## src/dhd_pkg.sv

```systemverilog
package dhd_pkg;

   localparam int TABLE_SIZE  = 1021;
   localparam int MAX_LETTERS = 12;

   localparam int KEY_W     = 28;
   localparam int SLOT_W    = $clog2(TABLE_SIZE);
   localparam int PROBE_W   = $clog2(TABLE_SIZE + 1);
   localparam int RED_W     = SLOT_W + 3;
   localparam int LEN_W     = 4;
   localparam int LETTERS_W = 2 * MAX_LETTERS;

   localparam logic [LEN_W-1:0]   MAX_LEN       = LEN_W'(MAX_LETTERS);
   localparam logic [RED_W-1:0]   POS_MODULUS   = RED_W'(TABLE_SIZE);
   localparam logic [RED_W-1:0]   STEP_MODULUS  = RED_W'(TABLE_SIZE - 1);
   localparam logic [SLOT_W-1:0]  LAST_SLOT     = SLOT_W'(TABLE_SIZE - 1);
   localparam logic [PROBE_W-1:0] PROBE_LIMIT   = PROBE_W'(TABLE_SIZE);

   typedef struct packed {
      logic [KEY_W-1:0]  key;
      logic [SLOT_W-1:0] pos;
      logic [SLOT_W-1:0] stride;
   } key_result_type;

   // Reduces a value below five times the modulus to its remainder.
   function automatic logic [SLOT_W-1:0] mod_reduce(input logic [RED_W-1:0] value,
                                                   input logic [RED_W-1:0] modulus);
      logic [RED_W-1:0] rest;
      rest = value;
      if (rest >= (modulus << 2)) begin
         rest = rest - (modulus << 2);
      end
      if (rest >= (modulus << 1)) begin
         rest = rest - (modulus << 1);
      end
      if (rest >= modulus) begin
         rest = rest - modulus;
      end
      return rest[SLOT_W-1:0];
   endfunction

endpackage

```

## src/dhd_key_unit.sv

```systemverilog
module dhd_key_unit import dhd_pkg::*; (
   input  logic                 clock,
   input  logic                 reset,
   input  logic                 start,
   input  logic [LEN_W-1:0]     word_length,
   input  logic [LETTERS_W-1:0] word_letters,
   output logic                 done,
   output key_result_type       result
);

   logic                 busy_ff, busy_in;
   logic                 done_ff, done_in;
   logic [LEN_W-1:0]     left_ff, left_in;
   logic [LETTERS_W-1:0] shift_ff, shift_in;
   logic [KEY_W-1:0]     key_ff, key_in;
   logic [SLOT_W-1:0]    pos_ff, pos_in;
   logic [SLOT_W-1:0]    step_ff, step_in;
   logic [LEN_W-1:0]     count;
   logic [2:0]           digit;

   // Letters are taken from the highest one down, so the key builds up by Horner's rule.
   always_comb begin
      count = word_length;
      if (word_length == '0) begin
         count = LEN_W'(1);
      end else if (word_length > MAX_LEN) begin
         count = MAX_LEN;
      end
      digit = {1'b0, shift_ff[LETTERS_W-1 -: 2]} + 3'd1;

      busy_in  = busy_ff;
      done_in  = 1'b0;
      left_in  = left_ff;
      shift_in = shift_ff;
      key_in   = key_ff;
      pos_in   = pos_ff;
      step_in  = step_ff;

      if (start) begin
         busy_in  = 1'b1;
         left_in  = count;
         shift_in = word_letters << {MAX_LEN - count, 1'b0};
         key_in   = '0;
         pos_in   = '0;
         step_in  = '0;
      end else if (busy_ff) begin
         key_in   = (key_ff << 2) + key_ff + KEY_W'(digit);
         pos_in   = mod_reduce(RED_W'({pos_ff, 2'b00}) + RED_W'(pos_ff) + RED_W'(digit),
                               POS_MODULUS);
         step_in  = mod_reduce(RED_W'({step_ff, 2'b00}) + RED_W'(step_ff) + RED_W'(digit),
                               STEP_MODULUS);
         shift_in = shift_ff << 2;
         left_in  = left_ff - LEN_W'(1);
         if (left_ff == LEN_W'(1)) begin
            busy_in = 1'b0;
            done_in = 1'b1;
         end
      end
   end

   always_ff @(posedge clock) begin
      if (reset) begin
         busy_ff <= 1'b0;
         done_ff <= 1'b0;
      end else begin
         busy_ff <= busy_in;
         done_ff <= done_in;
      end
      left_ff  <= left_in;
      shift_ff <= shift_in;
      key_ff   <= key_in;
      pos_ff   <= pos_in;
      step_ff  <= step_in;
   end

   assign done          = done_ff;
   assign result.key    = key_ff;
   assign result.pos    = pos_ff;
   assign result.stride = step_ff + SLOT_W'(1);

endmodule

```

## config.mk

```make
export PLATFORM = sky130hd
export DESIGN_NAME = dhd_key_unit
export DESIGN_NICKNAME = d
export VERILOG_FILES = /design/src/dhd_pkg.sv /design/src/dhd_key_unit.sv
export SDC_FILE = /design/constraint.sdc
export NUM_CORES = 1
export LEC_CHECK = 0
export ABC_AREA = 0
export BUFFER_PORTS_ARGS = -buffer_cell sky130_fd_sc_hd__buf_2
export CORE_MARGIN = 2
export CORE_UTILIZATION = 46
export CTS_BUF_LIST = sky130_fd_sc_hd__clkbuf_16
export DETAILED_ROUTE_END_ITERATION = 10
export GPL_TIMING_DRIVEN = 0
export PLACE_DENSITY_LB_ADDON = 0.15
export REMOVE_ABC_BUFFERS = 1
export SLEW_MARGIN = 25
export SYNTH_ARGS = -nofsm -noshare
export SYNTH_HDL_FRONTEND = slang
export SYNTH_SLANG_ARGS = --single-unit
```

## constraint.sdc

```tcl
create_clock -name clock -period 5.38 [get_ports clock]
set_clock_uncertainty 0.1 [all_clocks]
set_input_delay 0.269 -clock clock [delete_from_list [all_inputs] [get_ports clock]]
set_output_delay 0.269 -clock clock [all_outputs]
set_load 0.05 [all_outputs]
```

==> Flow_metrics.wiki <==
{| class="wikitable"
! Metric !! Value
|-
| Count of endpoints failing hold in the final timing report || 0
|-
| Final Hold Slack || 0.0138 ns
|-
| Violation count after the first detailed-route iteration || 374
|-
| Last element of the critical path || pos_ff[9]
|-
| Antenna-violating nets left || 0
|-
| Areal power density over the cells || between 200 and 300 mW/mm²
|-
| Reg2Reg Setup Slack || -0.22 ns
|-
| Dominant cell type by count on the critical path || sky130_fd_sc_hd__ha_4
|-
| Number of cells in the design after placement || 1317
|-
| Final standard cell utilization of the core || 57.6%
|-
| Post-route minimum period || 5.60 ns
|-
| Maximum clock path buffer count || 2
|-
| Crit-path max FO || 5
|-
| Share of synthesized area occupied by flip-flops and latches || 21.1%
|-
| Largest delay share family, worst path || simple AND/OR/NAND/NOR gates
|-
| Largest cells by area after synthesis || sky130_fd_sc_hd__ha_1, sky130_fd_sc_hd__dfxtp_1, sky130_fd_sc_hd__edfxtp_1, sky130_fd_sc_hd__mux2i_1, sky130_fd_sc_hd__xnor2_1
|-
| Maximum clock rate || 179 MHz
|-
| Die width || 142 µm
|-
| Setup CP Type || reg -> reg
|-
| Final antenna diode count || 0
|-
| Post-Synthesis Cell Area || 0.00874 mm²
|-
| Series of cell instances along the critical path || ha_4 -> ha_4 -> ha_4 -> inv_2 -> fa_2 -> nor2b_1 -> o2111ai_1 -> and3b_2 -> o31a_1 -> or4_4 -> o311ai_4 -> o211ai_1 -> buf_4 -> a2111oi_4 -> buf_4 -> buf_6 -> nor2_4 -> or3_4 -> xor2_4 -> nor3_4 -> mux2i_1 -> a22o_1
|-
| Clock slew seen by the registers of the worst setup and hold paths || 0.06 ns
|-
| Global routing usage summed across all routing layers || ~23%
|-
| Synthesized-area fraction occupied by xor and xnor cells || 8.30%
|-
| Standby leakage power || 4.73 nW
|-
| Post-synthesis async set-or-reset flop share || 0%
|-
| Worst path required time || about 5.6 ns
|-
| Initial antenna violation count || 0
|-
| Share of cell area taken by muxes after synthesis || 7.39%
|-
| Violations in the final reports || negative setup slack
|-
| Number of top-level pins || 80
|-
| Wire length of the first global-routing pass || around 38 mm
|-
| Design Area, Final || 0.0107 mm²
|-
| Die area || approximately 0.02 mm²
|-
| Period Utilization, post-route || 104%
|-
| Number of max-slew violations in the final report || 0
|-
| Number of vias in the routed layout || 8124
|-
| Status || finished with violations
|-
| Data arrival time of the critical path || 5.78 ns
|-
| Number of enable flip-flop cells after synthesis || 28
|-
| Hold-fix buffers, CTS || 0
|-
| Launching element type of the critical path || flop
|-
| Total design power || 3.21 mW
|-
| Share of cells above drive strength 1 || 25.2%
|-
| Cell area after placement || ~0.0093 mm²
|-
| Maximum VDD drop || 0.196 mV
|-
| Vias in the first global route || 7809
|-
| Portion of synthesized cell area occupied by the leading cell type || roughly 15%
|-
| CTS Root Cell || sky130_fd_sc_hd__clkbuf_16
|-
| Sum of net half-perimeters after detailed placement || between 15 and 20 mm
|-
| WL/cell || roughly 17 µm
|-
| Fin cells || roughly 1.4k
|-
| Crit path depth || 22
|-
| Simple logic cell fraction of the synthesized area || between 10% and 20%
|-
| Synthesized-area fraction occupied by ao, oa, aoi and oai cells || 25.5%
|-
| Mean area per synthesized cell || ~8.4 µm²
|-
| CTS tree || yes
|-
| Routability-driven placement congestion ratio || 0.851
|-
| Grt total ovfl || 0
|-
| Slowest-stage cell, CP || sky130_fd_sc_hd__or4_4
|-
| Number of cell instances on the worst register-to-register path || 22
|-
| Worst setup path startpoint || shift_ff[22]
|-
| Yosys cell types || 99
|-
| Final-layout setup total negative slack || -1.11 ns
|-
| Maximum number of pins on one net before global-route repair || 72
|-
| Total wire length || approximately 23 mm
|-
| Clock latency at the later pin of the worst-skew pair || roughly 0.34 ns
|-
| Number of buffers added on ports || 79
|-
| Crit path capture type || flop
|-
| Growth of design area from synthesis to finish || 22.9%
|-
| Flip-flop and latch count after synthesis || a little under 80
|-
| Std-Cell Rows || 50
|-
| Max Cap Violations || 0
|-
| Setup Viol. Count Final || 10
|-
| Reg-to-reg critical path endpoint || pos_ff[9]
|-
| Hold Path Class || in -> reg
|-
| Combinational family with the most area after synthesis || compound AO/OA/AOI/OAI gates
|-
| Post-detailed-route via-to-cell ratio || 5.86
|-
| Most frequent cells in the layout || sky130_fd_sc_hd__nor2_1, sky130_fd_sc_hd__ha_1, sky130_fd_sc_hd__nand2_1, sky130_fd_sc_hd__buf_2, sky130_fd_sc_hd__o21ai_0
|-
| Highest cell delay on the worst timing path || 0.59 ns
|-
| Number of detailed-routing iterations run before antenna repair || 5
|-
| Buffer and inverter count on the worst path || 4
|-
| Cell type contributing the most total cell area after synthesis || sky130_fd_sc_hd__ha_1
|-
| # clock sinks || 78
|-
| Slew @ Worst Pin || ~0.97 ns
|-
| Final setup margin || -0.220 ns
|-
| Setup slack at placement || -1.13 ns
|-
| DRC viols || 0
|-
| Standard cell core area || 0.0186 mm²
|-
| Worst reg2reg path startpoint || shift_ff[22]
|-
| Commonest non-fill, non-tap cell in the layout || sky130_fd_sc_hd__nor2_1
|-
| Die boundary height || 142 µm
|-
| Number of CTS-inserted buffers || 9
|-
| Post-Syn Instances || 1041
|-
| Number of warnings issued by yosys || 0
|-
| Number of nets in the finished design || ~1.3k
|-
| RSZ-0062 raised after global routing || true
|-
| Slew margin rel. || 35.3%
|-
| Initial Util || ~47%
|-
| Post-synthesis adder-cell area fraction || 15.7%
|-
| Most used DFF post-synth || sky130_fd_sc_hd__dfxtp_1
|-
| Maximum level of the CTS H-tree || 3
|}
## how the worst min path moves through the flow
stage | startpoint | end | slack, ns | depth (start not counted)
2_1_floorplan | start | pos_ff[5] | 0.23 | 1
3_3_place_gp | reset | busy_ff | 0.37 | 2
3_5_place_dp | reset | busy_ff | 0.37 | 2
4_1_cts | reset | busy_ff | 0.02 | 2
5_1_grt | reset | busy_ff | 0.02 | 2
6_report | reset | busy_ff | 0.01 | 2
## power breakdown
part / internal [mW] / switching [mW]
Combinational: 0.735 / 1.07
Sequential: 0.681 / 0.0706
Clock: 0.403 / 0.251
Total: 1.82 / 1.40
## kinds of logic (layout without fill, tap and decap cells)
logic type,Yosys count,count (layout)
AO/OA/AOI/OAI,316,316
buffers and inverters,85,197
XOR/XNOR,82,82
adder cells (fa/ha/maj),107,107
multiplexers,59,59
flip-flops,78,78
AND/OR/NAND/NOR,314,314
## final cells by class
type                    count  area, µm²
fillers                  1702       7900
multi-input cells         878       7260
flip-flops and latches     78       1850
repair buffers            134        851
well taps                 234        293
clock buffers               9        225
inverters                  47        176
clock inverters             7       88.8
## sequential cells by signal (all words and copies together), names as in the netlist
name	cells
step_ff	10
busy_ff	1
done	1
key_ff	28
pos_ff	10
left_ff	4
shift_ff	24
## timing repair
action	4_1_cts	5_1_grt
endpoints found under the hold margin	0	0
resized for setup	78	60
pin swaps	44	54
buffers inserted	32	22
endpoints found under the setup margin	18	18
## layer usage
metal / vias to the layer above / global-route usage, % / wire, µm
met2: 126 / 39.8 / 11300
met1: 3864 / 30.4 / 10700
met5: - / 0 / 0
met3: 27 / 2.56 / 650
met4: 0 / 6.11 / 362
li1: 4107 / - / -
## Yosys cell counts, drive strengths merged (4+ instances only)
cell    count
ha        103
nor2      103
nand2      83
o21ai      74
a21oi      67
mux2i      51
xnor2      51
dfxtp      50
inv        46
xor2       31
edfxtp     28
nor3       24
nand3      21
clkbuf     20
a21o       18
buf        18
o21a       17
o22ai      16
a31oi      14
a211oi     13
and3       12
nor4       11
o211ai     11
nand2b     10
nor2b      10
o21bai     10
o31a        9
or3         9
o31ai       8
nand4       6
a311oi      5
a22o        4
a22oi       4
fa          4
mux2        4
mux4        4
o221ai      4
o32ai       4
or2         4
Power figures use the tool's default switching activity.
